`config.mk`:
```
export PLATFORM = sky130hd
export DESIGN_NAME = armored_base64_stream_decoder_top
export DESIGN_NICKNAME = d
export VERILOG_FILES = /design/src/rtl/ab64d_pkg.sv /design/src/rtl/ab64d_front.sv /design/src/rtl/ab64d_queue.sv /design/src/rtl/ab64d_back.sv /design/src/rtl/armored_base64_stream_decoder_top.sv
export SDC_FILE = /design/constraint.sdc
export NUM_CORES = 1
export LEC_CHECK = 0
export ABC_AREA = 1
export BUFFER_PORTS_ARGS = -buffer_cell sky130_fd_sc_hd__buf_4
export CORE_AREA = 2 2 131 133
export CTS_BUF_LIST = sky130_fd_sc_hd__clkbuf_4
export CTS_CLUSTER_DIAMETER = 120
export CTS_CLUSTER_SIZE = 16
export DETAILED_ROUTE_END_ITERATION = 6
export DIE_AREA = 0 0 133 135
export GPL_TIMING_DRIVEN = 0
export HOLD_SLACK_MARGIN = 0.05
export PLACE_DENSITY = 0.76
export SETUP_SLACK_MARGIN = 0.15
export SYNTH_ARGS = -nofsm -noshare
export SYNTH_HDL_FRONTEND = slang
export SYNTH_SLANG_ARGS = --single-unit
export TNS_END_PERCENT = 1
```
`constraint.sdc`:
```
create_clock -name clock -period 2.7 [get_ports clock]
set_clock_uncertainty 0.1 [all_clocks]
set_input_delay 0 -clock clock [delete_from_list [all_inputs] [get_ports clock]]
set_output_delay 0 -clock clock [all_outputs]
set_load 0.1 [all_outputs]
```
`src/rtl/ab64d_pkg.sv`:
```
// Package for the armored Base64 stream decoder.
// Holds payload and queue entry types, constants and the sextet decoder.
// No dependencies.
package ab64d_pkg;

   localparam int unsigned LINE_LIMIT = 253;
   localparam int unsigned QDEPTH     = 4;
   localparam int unsigned QPTR_W     = $clog2(QDEPTH);
   localparam int unsigned QCNT_W     = $clog2(QDEPTH + 1);

   localparam logic [7:0] CH_DASH = 8'h2D;
   localparam logic [7:0] CH_LF   = 8'h0A;

   typedef struct packed {
      logic [7:0] in_byte;
      logic       in_last;
   } req_type;

   typedef struct packed {
      logic [7:0]  out_byte;
      logic [31:0] byte_index;
      logic        is_armored;
      logic        last_of_run;
   } rsp_type;

   // one queue word: one or two bytes, pushed for one accepted input word
   typedef struct packed {
      logic [7:0] byte0;
      logic [7:0] byte1;
      logic       two;
      logic       armored;
   } entry_type;

   typedef struct packed {
      logic ready;
      logic not_empty;
   } qstat_type;

   typedef struct packed {
      logic       hit;
      logic [5:0] value;
   } sextet_type;

   function automatic sextet_type sextet(input logic [7:0] c);
      sextet_type r;
      r.hit   = 1'b1;
      r.value = 6'd0;
      if (c inside {[8'h41:8'h5A]}) begin
         r.value = 6'(c - 8'h41);
      end else if (c inside {[8'h61:8'h7A]}) begin
         r.value = 6'(c - 8'h61 + 8'd26);
      end else if (c inside {[8'h30:8'h39]}) begin
         r.value = 6'(c - 8'h30 + 8'd52);
      end else if (c == 8'h2B) begin
         r.value = 6'd62;
      end else if (c == 8'h2F) begin
         r.value = 6'd63;
      end else begin
         r.hit = 1'b0;
      end
      return r;
   endfunction

endpackage

```
`src/rtl/ab64d_front.sv`:
```
// Front end: accepts input words, tracks mode and header lines, decodes Base64.
// Pushes produced bytes into the queue. Depends on ab64d_pkg.
module ab64d_front (
   input  logic                clock,
   input  logic                reset,
   input  logic                req_valid,
   output logic                req_ready,
   input  ab64d_pkg::req_type  req_data,
   input  logic                q_ready,
   output logic                q_push,
   output ab64d_pkg::entry_type q_entry
);
   import ab64d_pkg::*;

   typedef enum logic [5:0] {
      PH_FIRST  = 6'b000001,
      PH_SECOND = 6'b000010,
      PH_PASS   = 6'b000100,
      PH_HEADER = 6'b001000,
      PH_DECODE = 6'b010000,
      PH_HALT   = 6'b100000
   } phase_type;

   phase_type  phase_ff, phase_in;
   logic [7:0] held_ff, held_in;
   logic [7:0] line_len_ff, line_len_in;
   logic [5:0] bit_buf_ff, bit_buf_in;
   logic [2:0] bit_cnt_ff, bit_cnt_in;

   logic       accept;
   logic [7:0] c;
   sextet_type sx;
   logic [11:0] acc;
   logic [3:0]  cnt;
   logic [3:0]  cnt_out;
   logic [11:0] mask;

   assign req_ready = q_ready;
   assign accept    = req_valid && q_ready;
   assign c         = req_data.in_byte;
   assign sx        = sextet(c);
   assign acc       = {bit_buf_ff, sx.value};
   assign cnt       = {1'b0, bit_cnt_ff} + 4'd6;
   assign cnt_out   = (cnt >= 4'd8) ? (cnt - 4'd8) : cnt;
   assign mask      = 12'((12'd1 << cnt_out) - 12'd1);

   always_comb begin
      phase_in    = phase_ff;
      held_in     = held_ff;
      line_len_in = line_len_ff;
      bit_buf_in  = bit_buf_ff;
      bit_cnt_in  = bit_cnt_ff;
      q_push      = 1'b0;
      q_entry     = '{byte0: c, byte1: c, two: 1'b0, armored: 1'b0};
      if (accept) begin
         case (phase_ff)
            PH_FIRST: begin
               if (req_data.in_last) begin
                  q_push   = 1'b1;
                  phase_in = PH_PASS;
               end else begin
                  held_in  = c;
                  phase_in = PH_SECOND;
               end
            end
            PH_SECOND: begin
               if (held_ff == CH_DASH && c == CH_DASH) begin
                  phase_in    = PH_HEADER;
                  line_len_in = 8'd2;
               end else begin
                  q_push        = 1'b1;
                  q_entry.byte0 = held_ff;
                  q_entry.two   = 1'b1;
                  phase_in      = PH_PASS;
               end
            end
            PH_PASS: begin
               q_push = 1'b1;
            end
            PH_HEADER: begin
               if (c == CH_LF) begin
                  if (line_len_ff == 8'd0) begin
                     phase_in = PH_DECODE;
                  end
                  line_len_in = 8'd0;
               end else if (line_len_ff >= 8'(LINE_LIMIT)) begin
                  phase_in = PH_HALT;
               end else begin
                  line_len_in = line_len_ff + 8'd1;
               end
            end
            PH_DECODE: begin
               if (sx.hit) begin
                  if (cnt >= 4'd8) begin
                     q_push          = 1'b1;
                     q_entry.byte0   = 8'(acc >> cnt_out);
                     q_entry.armored = 1'b1;
                  end
                  bit_buf_in = 6'(acc & mask);
                  bit_cnt_in = 3'(cnt_out);
               end
            end
            default: begin
               phase_in = PH_HALT;
            end
         endcase
      end
   end

   always_ff @(posedge clock) begin
      if (reset) begin
         phase_ff    <= PH_FIRST;
         held_ff     <= 8'd0;
         line_len_ff <= 8'd0;
         bit_buf_ff  <= 6'd0;
         bit_cnt_ff  <= 3'd0;
      end else begin
         phase_ff    <= phase_in;
         held_ff     <= held_in;
         line_len_ff <= line_len_in;
         bit_buf_ff  <= bit_buf_in;
         bit_cnt_ff  <= bit_cnt_in;
      end
   end

endmodule

```
`src/rtl/ab64d_queue.sv`:
```
// Short FIFO between front and back ends, one entry per producing input word.
// Depends on ab64d_pkg.
module ab64d_queue (
   input  logic                 clock,
   input  logic                 reset,
   input  logic                 push,
   input  ab64d_pkg::entry_type push_entry,
   input  logic                 pop,
   output ab64d_pkg::entry_type head,
   output ab64d_pkg::qstat_type stat
);
   import ab64d_pkg::*;

   entry_type         entries_ff [QDEPTH];
   logic [QPTR_W-1:0] wr_ptr_ff, wr_ptr_in;
   logic [QPTR_W-1:0] rd_ptr_ff, rd_ptr_in;
   logic [QCNT_W-1:0] count_ff, count_in;
   logic              do_push, do_pop;

   assign stat.ready     = (count_ff != QCNT_W'(QDEPTH));
   assign stat.not_empty = (count_ff != '0);
   assign do_push        = push && stat.ready;
   assign do_pop         = pop && stat.not_empty;
   assign head           = entries_ff[rd_ptr_ff];

   always_comb begin
      wr_ptr_in = do_push ? QPTR_W'(wr_ptr_ff + 1'b1) : wr_ptr_ff;
      rd_ptr_in = do_pop ? QPTR_W'(rd_ptr_ff + 1'b1) : rd_ptr_ff;
      count_in  = count_ff;
      if (do_push && !do_pop) begin
         count_in = count_ff + 1'b1;
      end else if (do_pop && !do_push) begin
         count_in = count_ff - 1'b1;
      end
   end

   always_ff @(posedge clock) begin
      if (do_push) begin
         entries_ff[wr_ptr_ff] <= push_entry;
      end
   end

   always_ff @(posedge clock) begin
      if (reset) begin
         wr_ptr_ff <= '0;
         rd_ptr_ff <= '0;
         count_ff  <= '0;
      end else begin
         wr_ptr_ff <= wr_ptr_in;
         rd_ptr_ff <= rd_ptr_in;
         count_ff  <= count_in;
      end
   end

endmodule

```
`src/rtl/ab64d_back.sv`:
```
// Back end: drains queue entries one byte per cycle, unless rsp_ready stalls, into the output register.
// Numbers each byte and flags the last of each run. Depends on ab64d_pkg.
module ab64d_back (
   input  logic                 clock,
   input  logic                 reset,
   input  ab64d_pkg::entry_type head,
   input  logic                 head_valid,
   output logic                 pop,
   output logic                 rsp_valid,
   input  logic                 rsp_ready,
   output ab64d_pkg::rsp_type   rsp_data
);
   import ab64d_pkg::*;

   logic        rsp_valid_ff, rsp_valid_in;
   rsp_type     rsp_data_ff, rsp_data_in;
   logic [31:0] byte_count_ff, byte_count_in;
   logic        sel_ff, sel_in;
   logic        slot, load, final_byte;

   assign slot       = !rsp_valid_ff || rsp_ready;
   assign load       = slot && head_valid;
   assign final_byte = !head.two || sel_ff;
   assign pop        = load && final_byte;
   assign rsp_valid  = rsp_valid_ff;
   assign rsp_data   = rsp_data_ff;

   always_comb begin
      rsp_valid_in  = rsp_valid_ff;
      rsp_data_in   = rsp_data_ff;
      byte_count_in = byte_count_ff;
      sel_in        = sel_ff;
      if (slot) begin
         rsp_valid_in = head_valid;
      end
      if (load) begin
         rsp_data_in.out_byte    = sel_ff ? head.byte1 : head.byte0;
         rsp_data_in.byte_index  = byte_count_ff;
         rsp_data_in.is_armored  = head.armored;
         rsp_data_in.last_of_run = final_byte;
         byte_count_in           = byte_count_ff + 32'd1;
         sel_in                  = !final_byte;
      end
   end

   always_ff @(posedge clock) begin
      rsp_data_ff <= rsp_data_in;
   end

   always_ff @(posedge clock) begin
      if (reset) begin
         rsp_valid_ff  <= 1'b0;
         byte_count_ff <= 32'd0;
         sel_ff        <= 1'b0;
      end else begin
         rsp_valid_ff  <= rsp_valid_in;
         byte_count_ff <= byte_count_in;
         sel_ff        <= sel_in;
      end
   end

endmodule

```
`src/rtl/armored_base64_stream_decoder_top.sv`:
```
// Armored Base64 stream decoder top: front end, 4-entry queue, back end; uses ab64d_pkg.
// A word accepted by the front end is written into the queue, then loaded into the output
// register when it has room, from which the byte it produced is taken.
// Throughput: one input word per cycle, stalled only while the queue is full; one result
// per cycle unless rsp_ready stalls; the mode-decision pass-through pair gives two results.
// Reset is synchronous; it returns the mode to awaiting the first byte and empties the queue.
module armored_base64_stream_decoder_top (
   input  logic               clock,
   input  logic               reset,
   input  logic               req_valid,
   output logic               req_ready,
   input  ab64d_pkg::req_type req_data,
   output logic               rsp_valid,
   input  logic               rsp_ready,
   output ab64d_pkg::rsp_type rsp_data
);
   import ab64d_pkg::*;

   logic      q_push, q_pop;
   entry_type q_entry, q_head;
   qstat_type q_stat;

   ab64d_front u_front (
      .clock     (clock),
      .reset     (reset),
      .req_valid (req_valid),
      .req_ready (req_ready),
      .req_data  (req_data),
      .q_ready   (q_stat.ready),
      .q_push    (q_push),
      .q_entry   (q_entry)
   );

   ab64d_queue u_queue (
      .clock      (clock),
      .reset      (reset),
      .push       (q_push),
      .push_entry (q_entry),
      .pop        (q_pop),
      .head       (q_head),
      .stat       (q_stat)
   );

   ab64d_back u_back (
      .clock      (clock),
      .reset      (reset),
      .head       (q_head),
      .head_valid (q_stat.not_empty),
      .pop        (q_pop),
      .rsp_valid  (rsp_valid),
      .rsp_ready  (rsp_ready),
      .rsp_data   (rsp_data)
   );

   // second byte of a pair follows without a gap
   a_pair_follows: assert property (@(posedge clock) disable iff (reset)
      rsp_valid && !rsp_data.last_of_run |=> rsp_valid)
      else $error("second byte of pair missing");

   // only pass-through produces two-byte runs
   a_pair_plain: assert property (@(posedge clock) disable iff (reset)
      rsp_valid && !rsp_data.last_of_run |-> !rsp_data.is_armored)
      else $error("armored two-byte run");

   a_push_pair_plain: assert property (@(posedge clock) disable iff (reset)
      q_push && q_entry.two |-> !q_entry.armored && q_stat.ready)
      else $error("bad pair push");

endmodule
```
After elaboration in Yosys (flattened, before gate mapping):

Memory sizes are Yosys's and may differ from the RTL's. A register that Yosys moved wholly into a read port is not among the register bits.
Index checks and enable logic that the tools add are counted.

* flip-flop bits (word level): 114
* bits in writable memories: 72
* input bits: 13
* output and inout port bits: 44
* logic and storage cells: 127
* memories kept: 1

* $add $sub $neg: 14
* order comparisons: 8
* equality and inequality tests: 15
* shift-type cells: 2
* muxes and demuxes: 42
* bitwise gates (word level): 3
* reduce and logical (&&, ||, !) cells: 27

Memories
* u_queue.entries_ff: depth 4, bits a word 18, rd ports 1, clocked after memory_dff 1, wr ports 1, RTL line ab64d_queue.sv:14 `entry_type entries_ff [QDEPTH];`

Operator list (number)
* $mux W8: 8
* $mux W6: 8
* $add A32 B1 Y32 const B: 1
* $eq A8 B6 Y1 const B: 4
* $pmux W8 S2: 2
* $pmux W6 S4: 1
* $ge A8 B7 Y1 const B: 2
* $le A8 B7 Y1 const B: 2
* $mux W1: 14
* $shr A12 B4 Y8: 1
* $sub A6 B1 Y6 const B: 2
* $sub A6 B6 Y6 const B: 2
* $logic_and A1 B1 Y1: 11
* $mux W3: 3
* $add A8 B1 Y8 const B: 1
* $eq A8 B4 Y1 const B: 1
* $ge A8 B6 Y1 const B: 1
* $ge A8 B8 Y1 const B: 1
* $le A8 B6 Y1 const B: 1
* $logic_not A8 Y1: 1
* $mux W4: 2
* $reduce_and A4 Y1: 2
* $add A6 B5 Y6 const B: 1
* $add A6 B6 Y6 const B: 1
* 26 further kinds: 38

Longest topological paths before layout:

Gate-level depths: netlist of run 1.

* depth after elaboration: 14
* mapped depth: 23
* depth with buffers taken out: 22

By module:

A second synthesis of run 1 with hierarchy kept.

* cells, all modules: 1060
* area total of the unflattened synthesis: 9347.7 um2

Modules (own cells, without submodules)
* ab64d_back: times used 1, cells each 370, area an instance 3278.1 um2
* ab64d_queue: times used 1, cells each 242, area an instance 3249.4 um2
* ab64d_front: times used 1, cells each 448, area an instance 2820.2 um2

Worst setup path before layout of run 1:

No wires, ideal clock.

* path type: register to register
* start: reg u_back.rsp_valid_ff, in the netlist u_back.rsp_valid
* end: reg u_queue.count_ff[2]
* arrival: 3.018 ns
* required time: 2.478 ns
* slack: -0.541 ns
* stages on the path, launching flop included: 14
* buffers on the path: 0
* period minus slack after synthesis: 3.241 ns
* cell sequence: dfxtp_1 -> inv_1 -> nor2_1 -> inv_1 -> nand2_2 -> clkinv_2 -> nand2_1 -> ha_1 -> inv_1 -> fa_1 -> a21oi_1 -> o21ai_0 -> o21ai_0 -> a21oi_1

* longest elaborated chain between the ends: 8
* elaborated cells on any way between the ends: 10

Ends and longest elaborated chain
* start: declaration: RTL line ab64d_back.sv:15 `logic rsp_valid_ff, rsp_valid_in;`
* start signal: assignment: RTL line ab64d_back.sv:56 `rsp_valid_ff <= rsp_valid_in;`
* $logic_not A1 Y1 *: RTL line ab64d_back.sv:21 `assign slot = !rsp_valid_ff || rsp_ready;`
* $logic_or A1 B1 Y1 *: RTL line ab64d_back.sv:21
* $logic_and A1 B1 Y1 *: RTL line ab64d_back.sv:22 `assign load = slot && head_valid;`
* via u_back.load: RTL line ab64d_back.sv:19 `logic slot, load, final_byte;`
* $logic_and A1 B1 Y1 *: RTL line ab64d_back.sv:24 `assign pop = load && final_byte;`
* $logic_and A1 B1 Y1 *: RTL line ab64d_queue.sv:23 `assign do_pop = pop && stat.not_empty;`
* $logic_not A1 Y1: RTL line ab64d_queue.sv:30 `if (do_push && !do_pop) begin`
* $logic_and A1 B1 Y1: RTL line ab64d_queue.sv:30
* $mux W3 or $reduce_bool A2 Y1 (tied branches)
* end signal: assignment: RTL line ab64d_queue.sv:51 `count_ff <= count_in;`
* end: declaration: RTL line ab64d_queue.sv:17 `logic [QCNT_W-1:0] count_ff, count_in;`

The timed path passes the listed nets; every way through them passes the cells marked *.
A chain may end at the register's enable or synchronous reset.

==> results of run 1 <==
sequential cells by signal, indices dropped and copies added (netlist names), named ones only:
register	flops
u_queue.entries_ff	72
u_back.byte_count_ff	32
u_back.sel_ff	1
u_front.held_ff	8
u_back.rsp_data	42
u_front.phase_ff	6
u_front.bit_buf_ff	6
u_front.line_len_ff	8
u_front.bit_cnt_ff	2
u_queue.count_ff	3
u_back.rsp_valid	1
u_queue.wr_ptr_ff	2
u_queue.rd_ptr_ff	2
cell usage after synthesis, types with 6 or more instances:
master    count
xnor2_1       6
a21oi_1      72
ha_1         22
nand2_2      12
nand3_1      49
nor2_2       11
a31oi_1       8
xor2_1       12
nand2_1     135
nand4_1      16
inv_2         6
dfxtp_1      73
nor3_1       16
clkbuf_1     18
o22ai_1      11
o21ai_0      81
nor2_1      120
o21ai_1       7
edfxtp_1    114
inv_1        93
layer usage:
metal / global-route usage [%] / vias up
met1: 30.22 / 3259
met3: 3.866 / 58
met4: 9.319 / 0
met2: 37.02 / 247
li1: - / 3451
met5: 0 / -
logic make-up after synthesis:
logic type	share of synthesized area [%]
simple gates	21.39
flops	55.45
xor+xnor	1.790
fa+ha+maj	3.352
compound gates	11.77
buf+inv	6.249
report_power, final:
part | leakage [nW] | total (mW) | internal (mW) | switching, mW
Combinational | 2.09 | 4.10 | 0.788 | 3.31
Sequential | 1.66 | 3.77 | 3.61 | 0.162
Clock | 0.124 | 1.35 | 0.376 | 0.971
Total | 3.88 | 9.22 | 4.77 | 4.44
through the flow:
step                utilization [%]  cells  area, sq um
finish                        61.92   1295        10160
global route                  61.92   1295        10160
CTS                           61.86   1294        10150
detailed placement            58.10   1226         9532
global placement              58.10   1226         9532
floorplan                         -    951         8843
worst max path at each step:
stage,to,start,cells after the start
4_1_cts,u_queue.entries_ff[3][4]$_DFFE_PP_,u_front.bit_cnt_ff[1]$_SDFFE_PP0P_,8
3_3_place_gp,u_queue.count_ff[2]$_SDFFE_PP0P_,req_data[1],23
6_report,u_queue.count_ff[1]$_SDFFE_PP0P_,flop,11
3_5_place_dp,u_queue.count_ff[2]$_SDFFE_PP0P_,req_data[1],23
5_1_grt,u_queue.count_ff[2]$_SDFFE_PP0P_,req_data[8],22
2_1_floorplan,u_queue.count_ff[2]$_SDFFE_PP0P_,req_data[2],23
worst min-delay path, stage by stage:
cell and delay [ns]:
buf_4 0.12, ha_1 0.18, nand2_1 0.08, o31ai_1 0.08
nand2_1 0.09, nand2_1 0.06, nand2_1 0.06, a21oi_1 0.05
final cells by class:
type / instances / area, sq um
antenna: 1 / 2.502
buffer: 31 / 158.9
clock buffer: 18 / 135.1
clock inverter: 14 / 98.84
fill: 1345 / 6247
inverter: 106 / 415.4
multi-input combinational: 627 / 3421
sequential: 187 / 4892
tap: 220 / 275.3
timing repair buffer: 91 / 760.7
what timing repair did:
action	CTS	global route
gates resized for setup	14	4
endpoints found under the hold margin	141	0
pin swaps	5	1
buffers inserted	5	0
setup endpoints to repair	94	94
hold buffers	31	0
==> metrics.md, run 1 <==
| Metric | Value |
|---|---|
| Most common cell after layout, fill and taps aside | nand2_1 |
| Syn Std Cell Area | 0.008810 sq mm |
| Die area | 0.01796 sq mm |
| Rows | 47 |
| Synthesis warning total | 0 |
| Largest net degree at the start of global routing | 49 |
| CP Capture Type | flop |
| Worst Tran Pin Value | 0.9895 ns |
| Critical path data arrival time | 2.93 ns |
| Fmax achieved | 392.2 MHz |
| WL final | 19,650 um |
| Largest cells by area after synthesis | edfxtp_1 39%, dfxtp_1 17%, nand2_1 5.8%, nor2_1 5.1%, o21ai_0 4.6% |
| Hold-critical path endpoint | u_front.bit_buf_ff[0]$_SDFFE_PP0P_ |
| Length of routed met3 wiring | 1061 um |
| Seq cells post-synth | 187 |
| Slew HR | 33.97% |
| Final Setup Violations | 0 |
| Met1 wire length | 8807 um |
| P_leak | 3.877 nW |
| Boundary Pins | 57 |
| Worst reg2reg setup slack | 0.15 ns |
| Maxcap violations | 0 |
| Num CTS Buffers | 17 |
| Maximum clock path buffer count | 2 |
| Max-slew violations | 0 |
| First-pass GRT wire length | 32,170 um |
| Total power | 9.218 mW |
| RSZ-0062 raised after global routing | true |
| Final antenna-violating net count | 0 |
| PwrDens | 907.3 mW/mm^2 |
| DR iter-0 viols | 696 |
| Worst hold path stage count | 8 |
| Metal2 WL | 9171 um |
| Seq/Total Area, Yosys | 55.45% |
| Post-synth EDFFs | 114 |
| Status | finished, final reports clean |
| Layout cells sized above 1 | 16.76% |
| Distinct cells, synth | 53 |
| H-tree lvl count | 4 |
| Buf+Inv Stages, Crit Path | 3 |
| Async set-or-reset flop fraction in the synthesized netlist | 0% |
| Clock tree sinks | 187 |
| Yosys top cell area share | 38.86% |
| Initial antenna violation count | 1 |
| IO buf count | 55 |
| HPWL after DPL | 13,350 um |
| Fin crit period | 2.550 ns |
| Clock latency on the worst-skew pair | 0.58 ns |
| Largest fanout on the critical path | 10 |
| Area leader, netlist | edfxtp_1 |
| Sum Neg Setup Slack | 0 ns |
| Hold slack | 0.08662 ns |
| Peak supply drop | 0.0007911 V |
| Area growth, synth to finish | 15.32% |
| Highest routed layer | met4 |
| Post-synthesis cell count | 951 |
| Global placer's final weighted congestion | 0.9237 |
| HP Start | req_data[4] |
| Element type at the critical path start | flop |
| CTS tree | done |
| Worst-path cell chain | clkbuf_1 > inv_2 > o21ai_0 > o22ai_1 > nand2_1 > nand2_1 > ha_1 > inv_1 > fa_1 > o21ai_0 > a21oi_1 |
| Classification of the worst setup path | reg -> reg |
| Initial Utilization | 53.69% |
| DRC Markers | 0 |
| Root buffer cell | clkbuf_4 |
| Die Wd | 133 um |
| PnR worst setup slack | 0.1502 ns |
| Die span in y | 135 um |
| Most used DFF post-synth | edfxtp_1 |
| Pre-CTS WS | -0.4044 ns |
| Vias | 7,015 |
| Clock transition at path regs | 0.15 ns |
| Initial DRT Pass Iterations | 6 |
| Hold Path Class | in -> reg |
| Total GRT Usage | 22.66% |
| Vias per inst | 5.417 |
| CP required | 3.08 ns |
| DR WL/cell | 15.17 um |
| Synthesized net count | 987 |
| Post-Syn Area per Cell | 9.264 sq um |
| Reg-to-reg endpoint | u_queue.count_ff[1]$_SDFFE_PP0P_ |
| Reg2Reg Depth | 11 |
| Total global routing overflow | 0 |
| Vias in the first global route | 6,548 |
| Largest delay contributor family on the critical path | buffers and inverters |
| Crit-path max cell delay | 0.42 ns |
| Nets | 1,097 |
| Final period util | 94.44% |
| Most frequent cells in the layout | 135 x nand2_1, 115 x nor2_1, 114 x edfxtp_1 |
| Slowest stage cell on the critical path | fa_1 |
| Fin. Hold Viols | 0 |
| Core footprint | 0.01641 sq mm |
Note: power is estimated with default switching activity, not from simulation.
==> inputs of run 2 (changes only) <==
- CAP_MARGIN: default -> 10
- CORE_AREA: 2 2 131 133 -> 2 2 167 169
- DIE_AREA: 0 0 133 135 -> 0 0 169 171
- PLACE_DENSITY: 0.76 -> 0.52
==> metrics.md, run 2 (synthesized netlist as in run 1, its figures left out) <==
| Metric | Value |
|---|---|
| Status | finished, final reports clean |
| M3 GR Usage | 2.591% |
| Largest delay contributor family on the critical path | buffers and inverters |
| PwrDens | 897.4 mW/mm^2 |
| Sum Neg Setup Slack | 0 ns |
| Initial Utilization | 32.24% |
| Total global routing overflow | 0 |
| Reg-to-reg endpoint | u_queue.count_ff[1]$_SDFFE_PP0P_ |
| Peak supply drop | 0.0003952 V |
| Area growth, synth to finish | 18.90% |
| Total power | 9.400 mW |
| Reg2Reg Depth | 15 |
| Largest net degree at the start of global routing | 49 |
| Num CTS Buffers | 17 |
| P_int | 4.826 mW |
| Comb power frac | 45.4% |
| Maximum clock path buffer count | 2 |
| GR met1 Demand/Resource | 20.76% |
| PnR worst setup slack | 0.2492 ns |
| Hold slack | 0.1164 ns |
| Max-slew violations | 0 |
| Initial DRT Pass Iterations | 5 |
| Clock transition at path regs | 0.16 ns |
| Total GRT Usage | 15.23% |
| CTS tree | done |
| CP Capture Type | flop |
| Instance count on the critical path | 23 |
| Worst reg2reg setup slack | 0.25 ns |
| RSZ-0062 raised after global routing | true |
| DR WL/cell | 15.24 um |
| Crit-path max cell delay | 0.54 ns |
| Hold Path Class | in -> reg |
| Critical Path End | u_queue.count_ff[2]$_SDFFE_PP0P_ |
| Fin crit period | 2.451 ns |
| Largest fanout on the critical path | 9 |
| Element type at the critical path start | input port |
| Most common cell after layout, fill and taps aside | nand2_1 |
| P_leak | 3.934 nW |
| CP required | 3.07 ns |
| Most used cell, CP | nand2_4 |
| Final period util | 90.77% |
| Vias per inst | 4.760 |
| IO buf count | 55 |
| WL final | 21,810 um |
| Core footprint | 0.02732 sq mm |
| Buf+Inv Stages, Crit Path | 6 |
| Vias | 6,812 |
| Fin. Hold Viols | 0 |
| HPWL after DPL | 14,810 um |
| Die span in y | 171 um |
| Placed insts | 1,352 |
| Global placer's final weighted congestion | 0.8470 |
| Layout cells sized above 1 | 19.00% |
| Vias in the first global route | 6,441 |
| Maxcap violations | 0 |
| Final antenna-violating net count | 0 |
| Clock latency on the worst-skew pair | 0.57 ns |
| Worst Tran Pin Value | 0.6649 ns |
| Flop pwr share | 40.2% |
| Placed cell areas | 0.009689 sq mm |
| Clock power frac | 14.5% |
| Nets | 1,107 |
| Met2 GRT Util | 24.84% |
| Slew HR | 55.67% |
| Fmax achieved | 408.0 MHz |
| Classification of the worst setup path | in -> reg |
| Die area | 0.02890 sq mm |
| Max reg flops | 72 |
| Post-route cell area | 0.01048 sq mm |
| Slowest stage cell on the critical path | dlygate4sd3_1 |
| Die Wd | 169 um |
| Rows | 61 |
| Critical path data arrival time | 2.82 ns |
| H-tree lvl count | 4 |
| Gr busiest metal | met2 |
| Most frequent cells in the layout | 134 x nand2_1, 114 x nor2_1, 114 x edfxtp_1 |
| Net Sw Frac | 48.66% |
| Boundary Pins | 57 |
| Pre-CTS WS | -0.5431 ns |
| Launch point of the worst path | req_data[5] |
| First-pass GRT wire length | 34,160 um |
| Final Setup Violations | 0 |
| Worst-path cell chain | dlygate4sd3_1 > buf_4 > buf_6 > inv_4 > nand2_2 > nor2_1 > nand2_1 > nand3_2 > nand2_4 > nand2_4 > nor2_4 > nor2_4 > nand2_2 > nand3_2 > nand2_4 > inv_2 > ha_1 > inv_2 > fa_2 > a21oi_2 > o21ai_2 > o21ai_1 > a21oi_1 |
| DRC Markers | 0 |
| Fin cells | 1,431 |
| Final cell utilization of the core | 38.34% |
| Critical R2R Launch | u_front.held_ff[1]$_SDFFE_PP0P_ |
| Switch Pwr | 4.574 mW |
| Biggest register | u_queue.entries_ff |
| Initial antenna violation count | 1 |
| Clock tree sinks | 187 |
| Root buffer cell | clkbuf_4 |
| Fillers | 2,798 |
| DR iter-0 viols | 484 |
[run 2: cell count changes in the layout (fill, tap and decap cells not counted), sizes merged]
cell / change
clkinvlp: +2
inv: +3
dlymetal6s4s: +1
clkinv: -4
buf: +8
[run 2: metal layers]
metal / part of all wire (%) / vias up
met5: 0 / -
met4: 1.4 / 0
met3: 4.1 / 21
met2: 47 / 155
met1: 48 / 3147
li1: - / 3489
[run 2: cell type report]
type                            count  area [sq um]  share of cell area, %
Timing Repair Buffer              100         833.3                  7.955
Clock inverter                     14         96.34                 0.9197
Tap cell                          346         432.9                  4.133
Antenna cell                        1         2.502                0.02389
Clock buffer                       18         135.1                  1.290
Buffer                             31         161.4                  1.541
Inverter                          106         415.4                  3.966
Sequential cell                   187          4896                  46.74
Multi-Input combinational cell    627          3493                  33.35
Timing Repair inverter              1         8.758                0.08361
[run 2: repair_timing]
item	CTS	global route
hold buffers	31	1
cloned	0	1
gates resized for setup	19	26
setup buffers	5	8
endpoints found under the hold margin	151	4
pin swaps	3	10
setup endpoints to repair	94	93
[run 2: power groups by stage]
stage	sequential [mW]	clock, mW	combinational (mW)
5_1_grt	3.82	1.52	4.51
6_report	3.78	1.36	4.26
4_1_cts	3.79	1.41	4.17
3_5_place_dp	3.85	0	4.09
3_3_place_gp	3.85	0	4.07
2_1_floorplan	5.86	0	1.13
[run 2: worst min path at each step]
stage | from | to | slack (ns) | depth (start not counted)
2_1_floorplan | req_data[1] | u_queue.entries_ff[0][2]$_DFFE_PP_ | -0.001 | 0
3_3_place_gp | req_data[7] | u_queue.entries_ff[2][8]$_DFFE_PP_ | 0.14 | 1
3_5_place_dp | req_data[5] | u_queue.entries_ff[2][6]$_DFFE_PP_ | 0.14 | 1
4_1_cts | req_data[3] | u_queue.entries_ff[1][12]$_DFFE_PP_ | 0.06 | 4
5_1_grt | req_data[2] | u_front.phase_ff[4]$_SDFFE_PP0P_ | 0.12 | 6
6_report | req_data[2] | u_front.phase_ff[4]$_SDFFE_PP0P_ | 0.12 | 6
[run 2: worst register-to-register path: cells and delay by family, from the launching register on]
family          cells  cell delay (ns)
compound gates      3             0.30
flops               1             0.35
simple gates        6             0.70
fa+ha+maj           2             0.63
buf+inv             4             0.28
